### config.mk
export PLATFORM = sky130hd
export DESIGN_NAME = bsp_front
export DESIGN_NICKNAME = d
export VERILOG_FILES = /design/src/hdl/bsp_pkg.sv /design/src/hdl/bsp_front.sv
export SDC_FILE = /design/constraint.sdc
export NUM_CORES = 1
export LEC_CHECK = 0
export ABC_AREA = 1
export BUFFER_PORTS_ARGS = -buffer_cell sky130_fd_sc_hd__buf_2
export CORE_MARGIN = 5
export CORE_UTILIZATION = 50
export DETAILED_ROUTE_END_ITERATION = 16
export PLACE_DENSITY = 0.78
export SLEW_MARGIN = 5
export SYNTH_ARGS = -nofsm -noshare
export SYNTH_HDL_FRONTEND = slang
export SYNTH_SLANG_ARGS = --single-unit
### constraint.sdc
create_clock -name vclk -period 22.2
set_clock_uncertainty 0.15 [all_clocks]
set_input_delay 4.44 -clock vclk [all_inputs]
set_output_delay 4.44 -clock vclk [all_outputs]
set_load 0.03 [all_outputs]
### src/hdl/bsp_pkg.sv
// Shared types and constants for the background subtraction pixel block.
// No dependencies; used by every other file in hdl/.
`default_nettype none
package bsp_pkg;

    localparam int FRAME_WIDTH  = 320;
    localparam int FRAME_HEIGHT = 240;
    localparam int STORE_DEPTH  = FRAME_WIDTH * FRAME_HEIGHT;
    localparam int ADDR_W       = (STORE_DEPTH > 1) ? $clog2(STORE_DEPTH) : 1;

    localparam int QUEUE_DEPTH  = 4;
    localparam int QPTR_W       = $clog2(QUEUE_DEPTH);

    localparam int OUT_DEPTH    = 2;
    localparam int OUT_PTR_W    = $clog2(OUT_DEPTH);

    localparam logic [7:0] LUMA_R_W  = 8'd77;
    localparam logic [7:0] LUMA_G_W  = 8'd151;
    localparam logic [7:0] LUMA_B_W  = 8'd28;
    localparam logic [7:0] BLEND_OLD = 8'd247;
    localparam logic [7:0] BLEND_NEW = 8'd9;

    localparam logic [7:0] THRESHOLD_RESET = 8'd30;

    // classified pixel passed from front to back
    typedef struct packed {
        logic [ADDR_W-1:0] addr;
        logic              in_view;
        logic              capture;
        logic [7:0]        luma;
        logic [7:0]        red;
        logic [7:0]        green;
        logic [7:0]        blue;
    } mid_t;

    typedef struct packed {
        logic [7:0] red;
        logic [7:0] green;
        logic [7:0] blue;
        logic       moving;
        logic [7:0] luma;
    } res_t;

    typedef struct packed {
        logic clearing;
    } back_status_t;

endpackage
`default_nettype wire

### src/hdl/bsp_front.sv
// Front end: accepts pixels, forms luma, store address and in-frame flag.
// Depends on bsp_pkg.
`default_nettype none
module bsp_front
(
    input  wire logic                  push,
    input  wire logic [8:0]            pix_x,
    input  wire logic [7:0]            pix_y,
    input  wire logic [7:0]            red_in,
    input  wire logic [7:0]            green_in,
    input  wire logic [7:0]            blue_in,
    input  wire logic                  capture,
    input  wire logic                  queue_full,
    input  wire bsp_pkg::back_status_t back_status,
    output logic                       full,
    output logic                       queue_push,
    output bsp_pkg::mid_t              queue_data
);

    logic [15:0] luma_sum;
    logic [31:0] addr_wide;
    logic        in_view;

    always_comb
    begin
        luma_sum = 16'(bsp_pkg::LUMA_R_W * 16'(red_in))
                 + 16'(bsp_pkg::LUMA_G_W * 16'(green_in))
                 + 16'(bsp_pkg::LUMA_B_W * 16'(blue_in));
        in_view  = (32'(pix_x) < 32'(bsp_pkg::FRAME_WIDTH))
                && (32'(pix_y) < 32'(bsp_pkg::FRAME_HEIGHT));
        addr_wide = 32'(pix_y) * 32'(bsp_pkg::FRAME_WIDTH) + 32'(pix_x);

        full       = queue_full || back_status.clearing;
        queue_push = push && !full;

        queue_data.addr    = in_view ? addr_wide[bsp_pkg::ADDR_W-1:0] : '0;
        queue_data.in_view = in_view;
        queue_data.capture = capture;
        queue_data.luma    = luma_sum[15:8];
        queue_data.red     = red_in;
        queue_data.green   = green_in;
        queue_data.blue    = blue_in;
    end

endmodule
`default_nettype wire

## Word level (Yosys, flattened, before mapping)

Cells that the tools add are included.

| storage, ports and cells | value |
|---|---|
| flip-flop bits (word level) | 0 |
| bits in latches | 0 |
| bits in writable memories | 0 |
| ROM bits | 0 |
| bits of input ports | 45 |
| output and inout bits | 53 |
| logic and storage cells | 14 |
| memories kept | 0 |

| cells by class | value |
|---|---|
| $add $sub $neg | 3 |
| multipliers | 4 |
| div/mod/pow operators | 0 |
| magnitude comparators | 2 |
| equality and inequality tests | 0 |
| shift-type cells | 0 |
| mux-type cells | 1 |
| bitwise logic cells | 0 |
| reductions and logical operators | 4 |

Operators by type and width:

| operator | number |
|---|---|
| adder 17 x 9 -> 17 bit | 1 |
| 2-to-1 mux 17 bit | 1 |
| adder 15 x 16 -> 16 bit | 1 |
| adder 16 x 13 -> 16 bit | 1 |
| multiplier 8 x 8 -> 16 bit, first input constant | 1 |
| multiplier 7 x 8 -> 15 bit, first input constant | 1 |
| multiplier 3 x 8 -> 11 bit, first input constant | 1 |
| multiplier 8 x 3 -> 11 bit, second input constant | 1 |
| less-than comparator 9 bit, second input constant | 1 |
| less-than comparator 8 bit, second input constant | 1 |
| logical AND 1 bit | 2 |
| zero test 1 bit | 1 |
| logical OR 1 bit | 1 |

## Logic depth before layout (Yosys ltp)

| depth | value |
|---|---|
| depth in word-level cells | 3 |
| gate-level depth with buffers | 25 |
| gate-level depth less buffers | 25 |

## Worst setup path after synthesis

Ideal clock, no wire load.

| path | value |
|---|---|
| path kind | input -> output |
| from | in green_in[5] |
| to | out queue_data[28] (netlist bit) |
| arrival time | 8.945 ns |
| data required time | 17.610 ns |
| slack | 8.665 ns |
| cell stages on the path | 16 |
| buffers on the path | 0 |
| cell sequence | fa_1 > inv_1 > fa_1 > inv_1 > fa_1 > inv_1 > fa_1 > inv_1 > fa_1 > fa_1 > ha_1 > nand2_1 > o21ai_0 > nand3_1 > nand3_1 > xor2_1 |

RTL lines:

| element | RTL line | text |
|---|---|---|
| from (decl) | bsp_front.sv:10 | `input wire logic [7:0] green_in,` |
| to (decl) | bsp_front.sv:17 | `output bsp_pkg::mid_t queue_data` |

==> run metrics <==
Synth warnings=0; vias in the first global route=roughly 3,500; library cells used by synthesis=34; final wirelength=roughly 9.3 mm; Fmax=slightly above 70 MHz; CP most frequent cell=inv_1; Critical Path, Cell by Cell=buf_2 > fa_1 > ha_1 > inv_1 > fa_1 > o21ai_2 > nand2_1 > nand2_1 > nand2_1 > nand2_1 > xor2_1 > inv_1 > ha_1 > fa_1 > inv_1 > fa_1 > inv_1 > ha_1 > a21oi_1 > inv_1 > a31oi_1 > nand3_1 > xor2_1 > buf_2; Core Region=between 8000 and 9000 sq um; initial antenna violation count=0; Worst path slowest cell=fa_1; crit start category=input pin; CP max stage delay=530 ps; register area=0 sq um; Setup TNS Final=0 ps; postcts setup bufs=0; Slew HR=74.8%; total grt overflow=0; hold buffers post-CTS=0; largest net degree at the start of global routing=12; worst setup path start=blue_in[0]; syn avg cell area=7.80 sq um; min Tclk post-route=approximately 14,000 ps; DP Area=roughly 4600 sq um; endpoint class of the critical path=primary output; die height=102 um; # resized after CTS=0; part of the cycle the worst path needs=between 60% and 70%; Final ANT Viol Nets=0; RSZ-0062 raised after global routing=no; via count=3,539; status=completed; area grow syn2layout=9.46%; nets=between 800 and 900; drt drc=0; antenna cell count=0; Worst Hold Class=input pin to primary output; Post-Syn Area=~4200 sq um; worst slew pin tran=377 ps; input/output buffers=96; crit path max fanout=4; DR iter-0 viols=156; Total GRT Usage=18.3%; num rows=33; layout cells sized above 1=19.5%; Die X=~100 um; post-synthesis sequential area ratio=0%; Crit Path Category=input pin to primary output; first-pass GRT wire length=between 15 and 20 mm; post-synth top area share=~30%; fin area=4630 sq um; count of final max-slew check failures=0; fillcell total=740; Arrival @ worst endpoint=9220 ps; Syn Inst Count=543; final hold vios=0; die area=10,400 sq um; Initial Util=between 50% and 60%; required time of the critical path=17,610 ps; IO Pins=between 90 and 100; ranking of synthesized cells by area=fa_1 (30%), ha_1 (26%), inv_1 (14%), nand2_1 (6.6%), buf_4 (4.6%); Detailed Place HPWL=8.58 mm; WL/cell=approximately 13 um; Syn Nets=740; GP Congestion=between 0.9 and 1; seq_cells=0; vias per cell=between 4 and 5; # setup viols final=0; Max-cap violations=0; cell accounting for the most synthesized area=fa_1; Worst Hold Launch=capture; drt pass-1 iters=6; clock buf count=0
## final timing paths
kind / end / slack, ps / cells past startpoint
min: queue_data[32] / 8730 / 0
max: queue_data[29] / 8390 / 24
## cell families (layout without fill, tap and decap cells)
family	count (synthesis)	count (layout)	share of synthesized area, %
AND/OR/NAND/NOR	148	148	16.1
adder cells (fa/ha/maj)	152	152	56.3
buffers and inverters	186	254	19.0
XOR/XNOR	14	14	2.90
AO/OA/AOI/OAI	43	43	5.68
## worst max-delay path: cells and delay by family
family | cells | cell delay (ps)
XOR/XNOR | 2 | 310
AO/OA/AOI/OAI | 3 | 610
adder cells (fa/ha/maj) | 7 | 2770
buffers and inverters | 7 | 710
AND/OR/NAND/NOR | 5 | 360
## cell type report
class / instances / area (sq um) / area share, %
Multi-Input combinational cell: 357 / 3430 / 74.0
Inverter: 158 / 593 / 12.8
Timing Repair Buffer: 96 / 480 / 10.4
Tap cell: 105 / 131 / 2.84
## per-layer routing
layer	vias to the layer above	wire length, um	track usage [%]
li1	1761	-	-
met1	1652	4050	25.1
met2	112	4680	33.0
met3	14	448	1.09
met4	0	127	2.12
met5	-	0	0
## stage by stage
step / worst slack [ps] / cells / hold WS (ps) / util, %
finish: 8390 / 716 / 8730 / 56.4
global route: 8060 / 716 / 8730 / 56.4
CTS: 8400 / 716 / 8730 / 56.4
detailed placement: 8420 / 716 / 8730 / 56.4
global placement: 8410 / 716 / 8730 / 56.4
floorplan: 8660 / 543 / 8860 / -
## cell usage after synthesis, types with 2 or more instances
master    number
a21o_1         2
a21oi_1       24
a21oi_2        2
buf_4         26
fa_1          64
ha_1          88
inv_1        154
inv_2          4
nand2_1       74
nand2_2        6
nand3_1       18
nand3_2        3
nand4_1        6
nor2_1        27
nor2_4         2
nor3_1         3
o211ai_1       2
o21ai_0       10
xnor2_1        4
xor2_1        10
## cells in the final DEF (no fill, tap or decap), types with 2 or more instances in the layout
cell type | synthesis | final
a21oi_1 | 24 | 24
nand3_1 | 18 | 18
xnor2_1 | 4 | 4
nor2_4 | 2 | 2
a21o_1 | 2 | 2
buf_2 | 1 | 96
nor3_1 | 3 | 3
o211ai_1 | 2 | 2
fa_1 | 64 | 64
nand3_2 | 3 | 3
nand2_2 | 6 | 6
inv_1 | 154 | 154
inv_2 | 4 | 4
nand4_1 | 6 | 6
nor2_1 | 27 | 27
nand2_1 | 74 | 74
ha_1 | 88 | 88
xor2_1 | 10 | 10
a21oi_2 | 2 | 2
o21ai_0 | 10 | 10
Power is left out: the tool's default activity adds up to more than one toggle a clock period on the data nets, which glitch-free logic cannot reach.
