==> config.mk <==
export PLATFORM = sky130hd
export DESIGN_NAME = bsp_queue
export DESIGN_NICKNAME = d
export VERILOG_FILES = /design/src/hdl/bsp_pkg.sv /design/src/hdl/bsp_queue.sv
export SDC_FILE = /design/constraint.sdc
export NUM_CORES = 1
export LEC_CHECK = 0
export BUFFER_PORTS_ARGS = -buffer_cell sky130_fd_sc_hd__buf_2
export CORE_ASPECT_RATIO = 1.2
export CORE_MARGIN = 1.5
export CORE_UTILIZATION = 61
export DETAILED_ROUTE_END_ITERATION = 7
export PLACE_DENSITY = 0.86
export SYNTH_ARGS = -nofsm -noshare
export SYNTH_HDL_FRONTEND = slang
export SYNTH_SLANG_ARGS = --single-unit
==> constraint.sdc <==
create_clock -name clk -period 4.2 [get_ports clk]
set_input_delay 0.42 -clock clk [delete_from_list [all_inputs] [get_ports clk]]
set_output_delay 0.42 -clock clk [all_outputs]
set_load 0.01 [all_outputs]
==> src/hdl/bsp_pkg.sv <==
// Shared types and constants for the background subtraction pixel block.
// No dependencies; used by every other file in hdl/.
`default_nettype none
package bsp_pkg;

    localparam int FRAME_WIDTH  = 320;
    localparam int FRAME_HEIGHT = 240;
    localparam int STORE_DEPTH  = FRAME_WIDTH * FRAME_HEIGHT;
    localparam int ADDR_W       = (STORE_DEPTH > 1) ? $clog2(STORE_DEPTH) : 1;

    localparam int QUEUE_DEPTH  = 4;
    localparam int QPTR_W       = $clog2(QUEUE_DEPTH);

    localparam int OUT_DEPTH    = 2;
    localparam int OUT_PTR_W    = $clog2(OUT_DEPTH);

    localparam logic [7:0] LUMA_R_W  = 8'd77;
    localparam logic [7:0] LUMA_G_W  = 8'd151;
    localparam logic [7:0] LUMA_B_W  = 8'd28;
    localparam logic [7:0] BLEND_OLD = 8'd247;
    localparam logic [7:0] BLEND_NEW = 8'd9;

    localparam logic [7:0] THRESHOLD_RESET = 8'd30;

    // classified pixel passed from front to back
    typedef struct packed {
        logic [ADDR_W-1:0] addr;
        logic              in_view;
        logic              capture;
        logic [7:0]        luma;
        logic [7:0]        red;
        logic [7:0]        green;
        logic [7:0]        blue;
    } mid_t;

    typedef struct packed {
        logic [7:0] red;
        logic [7:0] green;
        logic [7:0] blue;
        logic       moving;
        logic [7:0] luma;
    } res_t;

    typedef struct packed {
        logic clearing;
    } back_status_t;

endpackage
`default_nettype wire

==> src/hdl/bsp_queue.sv <==
// Short FIFO of classified pixels between front and back.
// Depends on bsp_pkg.
`default_nettype none
module bsp_queue
(
    input  wire logic          clk,
    input  wire logic          rst_n,
    input  wire logic          push,
    input  wire bsp_pkg::mid_t push_data,
    input  wire logic          pop,
    output logic               full,
    output logic               empty,
    output bsp_pkg::mid_t      head
);

    bsp_pkg::mid_t               entry_reg [bsp_pkg::QUEUE_DEPTH];
    logic [bsp_pkg::QPTR_W-1:0]  wr_ptr_reg, wr_ptr_next;
    logic [bsp_pkg::QPTR_W-1:0]  rd_ptr_reg, rd_ptr_next;
    logic [bsp_pkg::QPTR_W:0]    count_reg, count_next;
    logic                        do_push, do_pop;

    always_comb
    begin
        full        = (count_reg == (bsp_pkg::QPTR_W+1)'(bsp_pkg::QUEUE_DEPTH));
        empty       = (count_reg == '0);
        head        = entry_reg[rd_ptr_reg];
        do_push     = push && !full;
        do_pop      = pop && !empty;
        wr_ptr_next = do_push ? wr_ptr_reg + 1'b1 : wr_ptr_reg;
        rd_ptr_next = do_pop ? rd_ptr_reg + 1'b1 : rd_ptr_reg;
        count_next  = count_reg + (bsp_pkg::QPTR_W+1)'(do_push)
                                - (bsp_pkg::QPTR_W+1)'(do_pop);
    end

    always_ff @(posedge clk or negedge rst_n)
    begin
        if (!rst_n)
        begin
            wr_ptr_reg <= '0;
            rd_ptr_reg <= '0;
            count_reg  <= '0;
        end
        else
        begin
            wr_ptr_reg <= wr_ptr_next;
            rd_ptr_reg <= rd_ptr_next;
            count_reg  <= count_next;
        end
    end

    always_ff @(posedge clk)
    begin
        if (do_push)
        begin
            entry_reg[wr_ptr_reg] <= push_data;
        end
    end

endmodule
`default_nettype wire

* Yosys cells after proc, flatten, opt, wreduce, memory -nomap -nowiden *
Memory sizes are Yosys's and may differ from the RTL's.
Index checks and enable logic that the tools add are counted.

word-level totals
  bits in registers = 7
  latch bits = 0
  RAM bits = 204
  bits in read-only memories = 0
  input port bits = 55
  output and inout port bits = 53
  memories kept = 1

memories
  name       depth  width  rd ports  clocked after Yosys merged registers in  wr ports  line             RTL
  entry_reg  4      51     1         0                                        1         bsp_queue.sv:16  bsp_pkg::mid_t entry_reg [bsp_pkg::QUEUE_DEPTH];

operators by class
  $add $sub $neg = 4
  multiply operators = 0
  divide/modulo/power cells = 0
  $lt $le $gt $ge = 0
  equal/unequal tests = 1
  shift operators = 0
  muxes and demuxes = 2
  bitwise gates (word level) = 0
  reduce and logical (&&, ||, !) cells = 5

operators with widths
  cell                                          number
  adder 2 x 1 -> 2 bit (second input constant)  2
  adder 3 x 1 -> 3 bit                          1
  equality test 3 bit (second input constant)   1
  logical NOT 3 bit                             1
  subtractor 3 x 1 -> 3 bit                     1
  logical AND 1 bit                             2
  logical NOT 1 bit                             2
  2-to-1 mux 1 bit                              2

* Longest topological paths before layout *
  depth in word-level cells = 5
  gate-level depth with buffers = 8
  gate-level depth less buffers = 8

* Least setup slack after synthesis *
Ideal clock, no wire load.

  path type = reg2reg
  start point = register count_reg[2] in the netlist's numbering
  end point = memory entry_reg[0][0] in the netlist's numbering, enable pin
  setup time = 0.414 ns
  arrival time = 1.969 ns
  slack = 1.816 ns
  stages on the path, launching flop included = 3
  period minus slack after synthesis = 2.384 ns
  cell sequence = dfrtp_1 -> nor3b_2 -> and3b_1

on the way
  cells in the longest elaborated chain, start to end = 5

ends and longest elaborated chain
  element                                 line             RTL
  start: declaration                      bsp_queue.sv:19  logic [bsp_pkg::QPTR_W:0] count_reg, count_next;
  start signal: assignment                bsp_queue.sv:47  count_reg <= count_next;
  equality test 3 bit                     bsp_queue.sv:24  full = (count_reg == (bsp_pkg::QPTR_W+1)'(bsp_pkg::QUEUE_DEPTH));
  via full                                bsp_queue.sv:11  output logic full,
  logical NOT 1 bit                       bsp_queue.sv:27  do_push = push && !full;
  logical AND 1 bit                       bsp_queue.sv:27
  2-to-1 mux 1 bit                        bsp_queue.sv:53  if (do_push)
  2-to-1 mux 1 bit (not written as such)  bsp_queue.sv:55  entry_reg[wr_ptr_reg] <= push_data;
  end: declaration                        bsp_queue.sv:16

The timed path passes the listed nets, and every way through them passes these cells.

==> metrics.txt <==
IO Port Bufs 107; Yosys cell types 21; first-pass GRT wire length 21200 um; # setup viols final 0; maximum VDD drop approximately 0.48 mV; hold_buf cts 1; diode count 0; Ports ~110; Root Driver clkbuf_16; Via-to-Cell Ratio just under 6; YS warnings 0; Synth Register Bits 211; Post-DP Area between 8000 and 9000 um^2; CTS tree yes; DPL Wire Length between 8000 and 9000 um; Post-Route WL 14000 um; Setup CP Type reg2out; Peak Freq around 350 MHz; site row count 45; TritonCTS buffer count 20; clock transition at the registers of the reported paths approximately 0.06 ns; fin. max-slew vios 0; final hold vios 0; crit path max fanout 53; clock skew ~0.0084 ns; Fillers approximately 720; Starting Density 0.625; sequential element share of the synthesized area 0.799; PostCTS Resize Cnt 0; slew at the pin with the worst max-slew slack 1.01 ns; Post-CTS Setup Bufs 0; Tcrit/Tclk final 0.679; element type at the critical path start register; clock sinks ~210; drt pass-1 iters 4; flop-to-flop setup slack roughly 1.9 ns; Clock Path Buffers 3; RD Place Congestion ~0.77; gr usage total 0.214; final setup margin approximately 1.3 ns; fin crit period 2.85 ns; CP required ~3.8 ns; synthesized netlist cell count 308; Die Y 128 um; setup tns final 0 ns; Core Area 12600 um^2; initial DRC count ~240; Worst Setup End Kind primary output; Synth area leader edfxtp_1; Net Count, Synth 370; die area 13600 um^2; top cell type's share of synthesized area 0.777; RSZ-0062 raised after global routing false; post-route cell area ~9200 um^2; Place WS around 1.8 ns; max-cap viol count 0; Leak 3.20 nW; max reg flops ~200; critical path arrival 2.43 ns; PD cells 713 nW/um^2; largest net degree at the start of global routing between 50 and 60; Clk Latency, worst-skew pair slightly below 0.5 ns; Area contributors post-synth edfxtp_1 (78%), mux4_2 (14%), dfrtp_1 (2.2%), buf_12 (1.3%), mux4_1 (1.0%); Hold Crit Class in2reg; average routed wire per standard cell 23.0 um; Final #Nets between 400 and 500; Via Count roughly 3600; Synth-to-Final Area Change 16.7%; antenna violations before repair 1; Cell Area, Synth 7890 um^2; H-tree Lvls 1; Die X roughly 110 um; DR DRC count 0; end-of-flow core utilization 0.730; grt total ovfl 0; share of cells above drive strength 1 0.435; Mean Syn Cell Area approximately 26 um^2; outcome finished clean; slew margin rel. 0.326; Power Total roughly 6.6 mW; vias in the first global route between 3000 and 4000; Detail Route Antenna Nets 0
==> synth_stat cells <==
cell type and n:
and3b_1 4, buf_12 5, buf_2 5, buf_6 1, clkbuf_1 1, dfrtp_1 7
edfxtp_1 204, fa_1 1, ha_1 6, inv_1 6, mux4_1 3, mux4_2 48
nand2_1 1, nand2b_1 4, nand4bb_1 2, nor3_1 1, nor3b_2 1, o211ai_1 2
o311ai_0 1, o31ai_1 1, xnor2_1 4
==> path summary, 6_finish.rpt <==
path,startpoint,end,cells past startpoint
setup / recovery,rd_ptr_reg[0],head[30],2
hold / removal,push_data[6],entry_reg[0][6],1
setup reg to reg,wr_ptr_reg[0],entry_reg[2][33],4
hold reg to reg,wr_ptr_reg[1],wr_ptr_reg[1],2
max in group asynchronous,rst_n,rd_ptr_reg[0],2
min in group asynchronous,rst_n,rd_ptr_reg[0],2
==> cells by family (layout without fill, tap and decap cells) <==
kind of cell    count (synthesis)  after routing  share of synthesized area
flops                         211            211                      0.799
mux                            51             51                      0.147
buf+inv                        18            154                     0.0206
simple gates                   13             13                     0.0132
fa+ha+maj                       7              7                     0.0121
compound gates                  4              4                    0.00397
xor+xnor                        4              4                    0.00444
==> cell usage in the layout (no fill, tap or decap) <==
cell type | synthesis | routed
and3b_2 | 0 | 4
buf_2 | 5 | 107
buf_4 | 0 | 5
bufinv_16 | 0 | 3
clkbuf_1 | 1 | 2
clkbuf_16 | 0 | 21
clkinv_1 | 0 | 7
clkinv_2 | 0 | 1
clkinvlp_4 | 0 | 1
dfrtp_1 | 7 | 5
dfrtp_2 | 0 | 1
dfrtp_4 | 0 | 1
dlygate4sd3_1 | 0 | 1
edfxtp_1 | 204 | 204
fa_1 | 1 | 1
ha_1 | 6 | 6
inv_1 | 6 | 6
mux4_1 | 3 | 3
mux4_2 | 48 | 48
nand2_1 | 1 | 1
nand2b_1 | 4 | 4
nand4bb_1 | 2 | 2
nor3_1 | 1 | 1
nor3b_2 | 1 | 1
o211ai_1 | 2 | 2
o311ai_0 | 1 | 1
o31ai_1 | 1 | 1
xnor2_1 | 4 | 4
==> where the power goes <==
group	internal [mW]	switching, mW
sequential	2.78	0.336
clock	1.09	0.713
combinational	0.848	0.794
==> through the flow <==
stage	hold WS [ns]	instances
2_1_floorplan	0.124	308
3_3_place_gp	0.258	572
3_5_place_dp	0.263	572
4_1_cts	0.127	608
5_1_grt	0.134	608
6_report	0.143	608
==> cell type report <==
type,instances,area (um^2),share of cell area
clock buffers,23,533,0.0579
clock inverters,12,129,0.0140
inverters,6,22.5,0.00245
multi-input cells,79,1430,0.155
flip-flops and latches,211,6310,0.685
well taps,164,205,0.0223
repair buffers,113,583,0.0633
==> worst max-delay path: stages (launching register included) <==
cell     delay [ns]
dfrtp_4        1.10
mux4_2         0.65
buf_2          0.17
==> metal layers <==
metal / share of wire / global-route usage
met1: 0.37 / 0.279
met2: 0.53 / 0.355
met3: 0.051 / 0.0352
met4: 0.044 / 0.108
met5: 0.00079 / 0
No activity file was read; power rests on OpenSTA's default activity.
